`config.mk`:
```
export PLATFORM = sky130hd
export DESIGN_NAME = breakpoint_table_interpolator
export DESIGN_NICKNAME = d
export VERILOG_FILES = /design/src/sv/bti_pkg.sv /design/src/sv/bti_table.sv /design/src/sv/bti_alu.sv /design/src/sv/breakpoint_table_interpolator.sv
export SDC_FILE = /design/constraint.sdc
export NUM_CORES = 2
export LEC_CHECK = 0
export BUFFER_PORTS_ARGS = -buffer_cell sky130_fd_sc_hd__buf_4
export CORE_MARGIN = 4
export CORE_UTILIZATION = 45
export DETAILED_ROUTE_END_ITERATION = 10
export GPL_TIMING_DRIVEN = 0
export PLACE_DENSITY = 0.69
export SLEW_MARGIN = 5
export SYNTH_ARGS = -nofsm -noshare
export SYNTH_HDL_FRONTEND = slang
export SYNTH_SLANG_ARGS = --single-unit
```
`constraint.sdc`:
```
create_clock -name clk -period 8.2 [get_ports clk]
set_clock_uncertainty 0.05 [all_clocks]
set_input_delay 0 -clock clk [delete_from_list [all_inputs] [get_ports clk]]
set_output_delay 0 -clock clk [all_outputs]
set_load 0.05 [all_outputs]
```
`src/sv/bti_pkg.sv`:
```
// Shared types and constants for the breakpoint table interpolator.
package bti_pkg;

	localparam int TABLE_POINTS = 16;
	localparam int IDX_W        = (TABLE_POINTS > 1) ? $clog2(TABLE_POINTS) : 1;
	localparam int DATA_W       = 32;
	localparam int CNT_W        = 5;
	localparam int ALU_W        = DATA_W + 2;
	localparam int PROD_W       = 2 * DATA_W;
	localparam int STEP_W       = $clog2(PROD_W);

	typedef enum logic [2:0] {
		ST_INTERP  = 3'd0,
		ST_BELOW   = 3'd1,
		ST_ABOVE   = 3'd2,
		ST_EMPTY   = 3'd3,
		ST_NO_SEG  = 3'd4
	} status_t;

	typedef enum logic {
		ALU_SUB = 1'b0,
		ALU_ADD = 1'b1
	} alu_op_t;

	localparam logic ACT_WRITE  = 1'b0;
	localparam logic ACT_LOOKUP = 1'b1;

endpackage

```
`src/sv/bti_table.sv`:
```
// Breakpoint storage: one write port, one registered read port.
module bti_table
	import bti_pkg::*;
(
	input  logic                     clk,
	input  logic                     wr_en,
	input  logic [IDX_W-1:0]         wr_addr,
	input  logic signed [DATA_W-1:0] wr_x,
	input  logic signed [DATA_W-1:0] wr_y,
	input  logic [IDX_W-1:0]         rd_addr,
	output logic signed [DATA_W-1:0] rd_x,
	output logic signed [DATA_W-1:0] rd_y
);

	logic signed [DATA_W-1:0] mem_x [TABLE_POINTS];
	logic signed [DATA_W-1:0] mem_y [TABLE_POINTS];

	always_ff @(posedge clk) begin
		if (wr_en) begin
			mem_x[wr_addr] <= wr_x;
			mem_y[wr_addr] <= wr_y;
		end
		rd_x <= mem_x[rd_addr];
		rd_y <= mem_y[rd_addr];
	end

endmodule

```
`src/sv/bti_alu.sv`:
```
// Shared add/subtract unit used for compares, differences, division steps and the final add.
module bti_alu
	import bti_pkg::*;
(
	input  alu_op_t                 op,
	input  logic signed [ALU_W-1:0] a,
	input  logic signed [ALU_W-1:0] b,
	output logic signed [ALU_W-1:0] res
);

	always_comb begin
		unique case (op)
			ALU_ADD: res = a + b;
			ALU_SUB: res = a - b;
			default: res = a - b;
		endcase
	end

endmodule

```
`src/sv/breakpoint_table_interpolator.sv`:
```
// Breakpoint table interpolator: top level with sequencer, shared ALU and multiplier.
//
// One-dimensional breakpoint table (TABLE_POINTS entries) with linear interpolation.
// A write item stores one (x, y) pair and is ready for the next item at once. A
// lookup walks the table through the single read port of the table memory and one
// shared 34-bit add/subtract unit: clamp checks in S_FIRST and S_LAST, then
// S_SCAN_LO and S_SCAN_HI for each segment examined, setup in S_DX, S_NUM, S_DY
// and, for a falling segment, S_NEG, a 32x32 multiply in S_MUL, 64 restoring-division
// steps on that same unit, one add, and S_DONE to load the output register. An
// empty table, a sample at or below the first x or at or above the last x, and a
// zero-width segment end the lookup early. in_stall is high while a lookup is in
// progress and while its result waits for the output register to free up. A result
// sits in the output register until taken, and the next item may be transferred
// meanwhile. points_in_use (n_q) is to be written via cfg_we/cfg_wdata only while
// idle; the block itself does not enforce this. Values above TABLE_POINTS saturate.
// Breakpoints must be written before a lookup reads them.
module breakpoint_table_interpolator
	import bti_pkg::*;
(
	input  logic                     clk,
	input  logic                     arst_n,
	input  logic                     cfg_we,
	input  logic [CNT_W-1:0]         cfg_wdata,
	input  logic                     in_valid,
	output logic                     in_stall,
	input  logic                     action,
	input  logic [3:0]               point_index,
	input  logic signed [DATA_W-1:0] point_x,
	input  logic signed [DATA_W-1:0] point_y,
	input  logic signed [DATA_W-1:0] sample,
	output logic                     out_valid,
	input  logic                     out_stall,
	output logic signed [DATA_W-1:0] value,
	output status_t                  status
);

	typedef enum logic [3:0] {
		S_IDLE,
		S_FIRST,
		S_LAST,
		S_SCAN_LO,
		S_SCAN_HI,
		S_DX,
		S_NUM,
		S_DY,
		S_NEG,
		S_MUL,
		S_DIV,
		S_ADD,
		S_DONE
	} state_t;

	state_t                   state_q;
	logic [CNT_W-1:0]         n_q;
	logic [CNT_W-1:0]         idx_q;
	logic signed [DATA_W-1:0] s_q;
	logic signed [DATA_W-1:0] xa_q, ya_q, xb_q, yb_q;
	logic [DATA_W-1:0]        den_q, num_q, mag_q;
	logic                     neg_q;
	logic [PROD_W-1:0]        prod_q;
	logic [DATA_W-1:0]        rem_q;
	logic [STEP_W-1:0]        cnt_q;
	logic signed [DATA_W-1:0] rv_q;
	status_t                  rs_q;
	logic                     out_valid_q;
	logic signed [DATA_W-1:0] value_q;
	status_t                  status_q;

	logic                     in_xfer;
	logic                     tbl_wr;
	logic [IDX_W-1:0]         rd_addr;
	logic signed [DATA_W-1:0] rd_x, rd_y;
	alu_op_t                  alu_op;
	logic signed [ALU_W-1:0]  alu_a, alu_b, alu_res;
	logic                     alu_neg, alu_zero;
	logic [DATA_W:0]          div_r;
	logic [CNT_W-1:0]         idx_nxt;
	logic                     last_seg;

	assign in_stall  = (state_q != S_IDLE);
	assign in_xfer   = in_valid && !in_stall;
	assign tbl_wr    = in_xfer && (action == ACT_WRITE) &&
		(32'(point_index) < TABLE_POINTS);
	assign out_valid = out_valid_q;
	assign value     = value_q;
	assign status    = status_q;

	assign idx_nxt   = idx_q + CNT_W'(1);
	assign last_seg  = (idx_nxt == n_q);
	assign div_r     = {rem_q, prod_q[PROD_W-1]};
	assign alu_neg   = alu_res[ALU_W-1];
	assign alu_zero  = (alu_res == '0);

	bti_table u_table (
		.clk     (clk),
		.wr_en   (tbl_wr),
		.wr_addr (IDX_W'(point_index)),
		.wr_x    (point_x),
		.wr_y    (point_y),
		.rd_addr (rd_addr),
		.rd_x    (rd_x),
		.rd_y    (rd_y)
	);

	bti_alu u_alu (
		.op  (alu_op),
		.a   (alu_a),
		.b   (alu_b),
		.res (alu_res)
	);

	// Read address: entry whose data is needed in the following state.
	always_comb begin
		unique case (state_q)
			S_IDLE:    rd_addr = '0;
			S_FIRST:   rd_addr = IDX_W'(n_q - CNT_W'(1));
			S_LAST:    rd_addr = IDX_W'(1);
			S_SCAN_LO,
			S_SCAN_HI: rd_addr = IDX_W'(idx_nxt);
			default:   rd_addr = IDX_W'(idx_q);
		endcase
	end

	// Operand selection for the shared unit.
	always_comb begin
		alu_op = ALU_SUB;
		alu_a  = ALU_W'(s_q);
		alu_b  = ALU_W'(rd_x);
		unique case (state_q)
			S_FIRST, S_LAST: begin
				alu_a = ALU_W'(s_q);
				alu_b = ALU_W'(rd_x);
			end
			S_SCAN_LO, S_NUM: begin
				alu_a = ALU_W'(s_q);
				alu_b = ALU_W'(xa_q);
			end
			S_SCAN_HI: begin
				alu_a = ALU_W'(xb_q);
				alu_b = ALU_W'(s_q);
			end
			S_DX: begin
				alu_a = ALU_W'(xb_q);
				alu_b = ALU_W'(xa_q);
			end
			S_DY: begin
				alu_a = ALU_W'(yb_q);
				alu_b = ALU_W'(ya_q);
			end
			S_NEG: begin
				alu_a = ALU_W'(ya_q);
				alu_b = ALU_W'(yb_q);
			end
			S_DIV: begin
				alu_a = ALU_W'(div_r);
				alu_b = ALU_W'(den_q);
			end
			S_ADD: begin
				alu_op = neg_q ? ALU_SUB : ALU_ADD;
				alu_a  = ALU_W'(ya_q);
				alu_b  = ALU_W'(prod_q[DATA_W-1:0]);
			end
			default: begin
				alu_op = ALU_SUB;
			end
		endcase
	end

	always_ff @(posedge clk or negedge arst_n) begin
		if (!arst_n) begin
			state_q     <= S_IDLE;
			n_q         <= '0;
			idx_q       <= '0;
			s_q         <= '0;
			xa_q        <= '0;
			ya_q        <= '0;
			xb_q        <= '0;
			yb_q        <= '0;
			den_q       <= '0;
			num_q       <= '0;
			mag_q       <= '0;
			neg_q       <= 1'b0;
			prod_q      <= '0;
			rem_q       <= '0;
			cnt_q       <= '0;
			rv_q        <= '0;
			rs_q        <= ST_EMPTY;
			out_valid_q <= 1'b0;
			value_q     <= '0;
			status_q    <= ST_EMPTY;
		end else begin
			if (cfg_we) begin
				n_q <= (32'(cfg_wdata) > TABLE_POINTS) ? CNT_W'(TABLE_POINTS) : cfg_wdata;
			end
			// S_DONE reloads the output register itself
			if (out_valid_q && !out_stall && (state_q != S_DONE)) begin
				out_valid_q <= 1'b0;
			end

			unique case (state_q)
				S_IDLE: begin
					if (in_xfer && (action == ACT_LOOKUP)) begin
						s_q   <= sample;
						neg_q <= 1'b0;
						if (n_q == '0) begin
							rv_q    <= '0;
							rs_q    <= ST_EMPTY;
							state_q <= S_DONE;
						end else begin
							state_q <= S_FIRST;
						end
					end
				end
				S_FIRST: begin
					// s <= x0
					if (alu_neg || alu_zero) begin
						rv_q    <= rd_y;
						rs_q    <= ST_BELOW;
						state_q <= S_DONE;
					end else begin
						xa_q    <= rd_x;
						ya_q    <= rd_y;
						state_q <= S_LAST;
					end
				end
				S_LAST: begin
					if (!alu_neg) begin
						rv_q    <= rd_y;
						rs_q    <= ST_ABOVE;
						state_q <= S_DONE;
					end else begin
						idx_q   <= CNT_W'(1);
						state_q <= S_SCAN_LO;
					end
				end
				S_SCAN_LO: begin
					xb_q <= rd_x;
					yb_q <= rd_y;
					if (!alu_neg) begin
						state_q <= S_SCAN_HI;
					end else if (last_seg) begin
						rv_q    <= '0;
						rs_q    <= ST_NO_SEG;
						state_q <= S_DONE;
					end else begin
						xa_q  <= rd_x;
						ya_q  <= rd_y;
						idx_q <= idx_nxt;
					end
				end
				S_SCAN_HI: begin
					if (!alu_neg) begin
						state_q <= S_DX;
					end else if (last_seg) begin
						rv_q    <= '0;
						rs_q    <= ST_NO_SEG;
						state_q <= S_DONE;
					end else begin
						xa_q    <= xb_q;
						ya_q    <= yb_q;
						idx_q   <= idx_nxt;
						state_q <= S_SCAN_LO;
					end
				end
				S_DX: begin
					den_q <= alu_res[DATA_W-1:0];
					if (alu_zero) begin
						rv_q    <= ya_q;
						rs_q    <= ST_INTERP;
						state_q <= S_DONE;
					end else begin
						state_q <= S_NUM;
					end
				end
				S_NUM: begin
					num_q   <= alu_res[DATA_W-1:0];
					state_q <= S_DY;
				end
				S_DY: begin
					mag_q <= alu_res[DATA_W-1:0];
					if (alu_neg) begin
						neg_q   <= 1'b1;
						state_q <= S_NEG;
					end else begin
						state_q <= S_MUL;
					end
				end
				S_NEG: begin
					mag_q   <= alu_res[DATA_W-1:0];
					state_q <= S_MUL;
				end
				S_MUL: begin
					prod_q  <= PROD_W'(num_q) * PROD_W'(mag_q);
					rem_q   <= '0;
					cnt_q   <= '0;
					state_q <= S_DIV;
				end
				S_DIV: begin
					// restoring step: quotient bits shift in at the bottom
					if (!alu_neg) begin
						rem_q  <= alu_res[DATA_W-1:0];
						prod_q <= {prod_q[PROD_W-2:0], 1'b1};
					end else begin
						rem_q  <= div_r[DATA_W-1:0];
						prod_q <= {prod_q[PROD_W-2:0], 1'b0};
					end
					cnt_q <= cnt_q + STEP_W'(1);
					if (cnt_q == STEP_W'(PROD_W - 1)) begin
						state_q <= S_ADD;
					end
				end
				S_ADD: begin
					rv_q    <= alu_res[DATA_W-1:0];
					rs_q    <= ST_INTERP;
					state_q <= S_DONE;
				end
				S_DONE: begin
					if (!out_valid_q || !out_stall) begin
						out_valid_q <= 1'b1;
						value_q     <= rv_q;
						status_q    <= rs_q;
						state_q     <= S_IDLE;
					end
				end
				default: begin
					state_q <= S_IDLE;
				end
			endcase
		end
	end

endmodule

```
==> flow_metrics.tcl <==
set metrics [dict create \
    status "finished with violations" \
    violations "negative setup slack" \
    powerDensity_nw_per_um2 137 \
    path_class "flip-flop to flip-flop" \
    cts_tree "built" \
    rsz0062_at_grt "true" \
    critPathMaxFanout 10 \
    period_needed_ns 8.21 \
    rows 171 \
    grt_pass1_wl_um 539000 \
    synth_top_family_by_area "adder cells" \
    fmax_mhz 122 \
    numCtsBuffers 157 \
    synthXorXnorAreaFrac 0.0121 \
    fin_crit_sh 1.00 \
    routed_via_density 5.86 \
    cp.arrival_ns 8.85 \
    antenna_found_initial 33 \
    cp_data_required_time_ns 8.84 \
    synth_edf_count 1024 \
    die_area_um2 227000 \
    muxShareOfSynthArea 0.0282 \
    p_leak_uw 0.0483 \
    cap_viol_max_count 0 \
    dr.pass1.iters 6 \
    synth-seq-area-share 0.437 \
    crit_path_start "state_q[3]" \
    regToRegStartpoint "state_q[3]" \
    pre_cts_slack_ns -3.69 \
    grt.overflow.total 0 \
    worst_slew_pin_slew_ns 1.47 \
    drive_above_1_share 0.126 \
    routabilityCongestion 1.03 \
    endpoint_kind "flip-flop" \
    area_growth_pct 16.7 \
    yosysWarningCount 0 \
    synth_area_um2 98700 \
    start_util 0.454 \
    io_buffers 146 \
    peakVddDrop_v 0.000218 \
    final_nets 11102 \
    r2r_end "rv_q[24]" \
    synthAdderAreaFrac 0.220 \
    ctsRootBufferMaster "clkbuf_16" \
    synthSimpleGateAreaFrac 0.131 \
    post-dp-hpwl_um 293000 \
    async_flop_share 0.290 \
    route.final.wire_length_um 375000 \
    clk_latency_ns 0.85 \
    cts_max_level 4 \
    synth_compound_area_frac 0.113 \
    io-pin-count 148 \
    endpoint "rv_q[24]" \
    setup_ws_ns -0.00892 \
    ys_ff_latch 1532 \
    syn-num-nets 10425 \
    ff2ff_setup_slack_ns -0.009 \
    hold_viol 0 \
    start_kind "flip-flop" \
    hp-class "input pin to flip-flop" \
    layout_commonest_cell "nand2_1" \
    drcViolationCount 0 \
    dieWidth_um 476 \
    grt_max_degree 112 \
    track_usage 0.327 \
    clock_path_buffers 3 \
    antenna_left 0 \
    report.final.slew_viol_count 0 \
    synth_cell_types 84 \
    clk_pin_slew_ns 0.06 \
    post-place-cells 12185 \
    finalNonFillerCells 12792 \
    cts_sinks 1532 \
    drt_iter0_markers 7398 \
    grt_pass1_vias 77274 \
    synth-main-ff-cell "edfxtp_1" \
    num_vias 74945 \
    core_area_um2 218000 \
    wl_per_cell_um 29.3 \
    fp.dieH_um 476 \
    max_slew_margin 0.0218 \
    syn_avg_cell_area_um2 10.8 \
    r2r_cells 27 \
    setup_violations 3 \
    synthCells 9116 \
    worstHoldPathCells 2 \
    mostFrequentLayoutCells "nand2_1, edfxtp_1, inv_1, fa_1, and2_1" \
]
timing repair:
item	CTS	global route
hold buffers	217	0
setup buffers	54	41
endpoints found under the hold margin	1611	0
resized for setup	558	219
endpoints found under the setup margin	221	148
pin swaps	39	33
synthesized netlist by cell type (40+ instances only):
master / n / share of area
mux2_2: 202 / 0.023
a21oi_1: 349 / 0.018
a31oi_1: 170 / 0.011
inv_1: 911 / 0.035
a311oi_1: 131 / 0.012
ha_1: 301 / 0.038
a22o_1: 50 / 0.0044
edfxtp_1: 1024 / 0.31
a221oi_1: 40 / 0.0036
dfrtp_1: 440 / 0.11
xor2_1: 54 / 0.0048
clkbuf_1: 546 / 0.021
nor2_1: 213 / 0.0081
o21ai_0: 305 / 0.015
a22oi_1: 60 / 0.0046
nand2_1: 1643 / 0.062
xnor2_1: 82 / 0.0073
fa_1: 897 / 0.18
dfxtp_1: 64 / 0.013
a211oi_1: 335 / 0.025
and2_1: 718 / 0.046
a21o_1: 75 / 0.0057
metrics by stage:
| step | power, µW | util | TNS (ns) | hold slack (ns) | cell area (µm²) |
|---|---|---|---|---|---|
| 2_1_floorplan | 8450 | - | 0 | -0.346 | 98700 |
| 3_3_place_gp | 8610 | 0.475 | -2640.78 | 0.185 | 103000 |
| 3_5_place_dp | 8630 | 0.481 | -492.27 | -0.109 | 105000 |
| 4_1_cts | 15900 | 0.525 | 0 | 0.000868 | 114000 |
| 5_1_grt | 16200 | 0.529 | -1.28 | 0.0314 | 115000 |
| 6_report | 15800 | 0.529 | -0.0112 | 0.0575 | 115000 |
power by group:
part / switching (µW) / internal, µW
clock: 3170 / 4070
combinational: 161 / 119
sequential: 16.8 / 8260
area by class of cell:
cell class,count,area (µm²)
Multi-Input combinational cell,6067,51100
Tap cell,2854,3570
Timing Repair Buffer,532,5250
Sequential cell,1532,43200
Fill cell,18585,102000
Clock inverter,87,907
Clock buffer,202,4280
Inverter,911,3420
Buffer,592,3370
Antenna cell,15,37.5
flip-flops by register name, summed over array words and instances, names as in the netlist, 3 cells and up:
name           count
rs_q               3
den_q             32
ya_q              32
state_q            4
status             3
u_table.mem_y    512
cnt_q              6
xb_q              32
num_q             32
value             32
rv_q              32
rem_q             32
s_q               32
prod_q            64
idx_q              5
u_table.rd_y      32
n_q                5
u_table.mem_x    512
yb_q              32
mag_q             32
u_table.rd_x      32
xa_q              32
critical path, stage by stage, from the launching register on:
cell and delay, ns:
dfrtp_2 0.53, nand2b_1 0.48, nor2_2 0.28, a222oi_1 0.97, o21ai_2 0.23, a221oi_4 0.28, buf_12 0.16, nand4_1 0.11
buf_6 0.19, nor2_4 0.18, nand2_2 0.12, o21ai_0 0.29, xnor2_1 0.12, ha_2 0.47, nand4_1 0.21, nor2_1 0.18
and3b_1 0.17, o211ai_1 0.09, o211a_1 0.21, xnor2_4 0.21, nand4_1 0.10, or4_1 0.51, or4_4 0.53, or2_4 0.28
a2111oi_4 0.36, buf_12 0.22, buf_6 0.18, mux2_1 0.34
how the worst min path moves through the flow:
stage	from	to	slack, ns
2_1_floorplan	arst_n	cnt_q[0]	-0.35
6_report	point_x[9]	u_table.mem_x[6][9]	0.06
5_1_grt	point_y[31]	u_table.mem_y[2][31]	0.03
3_5_place_dp	arst_n	num_q[9]	-0.11
4_1_cts	point_x[3]	u_table.mem_x[5][3]	0.0009
3_3_place_gp	sample[29]	s_q[29]	0.19
cell families after synthesis:
kind of cell / after synthesis
compound gates: 1674
xor+xnor: 136
fa+ha+maj: 1198
buf+inv: 1517
flops: 1532
mux: 249
simple gates: 2810
metal layers:
| layer | GRT usage | vias to the layer above | routed length (µm) |
|---|---|---|---|
| met3 | 0.0534 | 1158 | 27100 |
| li1 | - | 32156 | - |
| met5 | 0 | - | 123 |
| met1 | 0.372 | 37760 | 130000 |
| met2 | 0.555 | 3853 | 182000 |
| met4 | 0.242 | 18 | 34900 |
No activity file was read; power rests on OpenSTA's default activity.
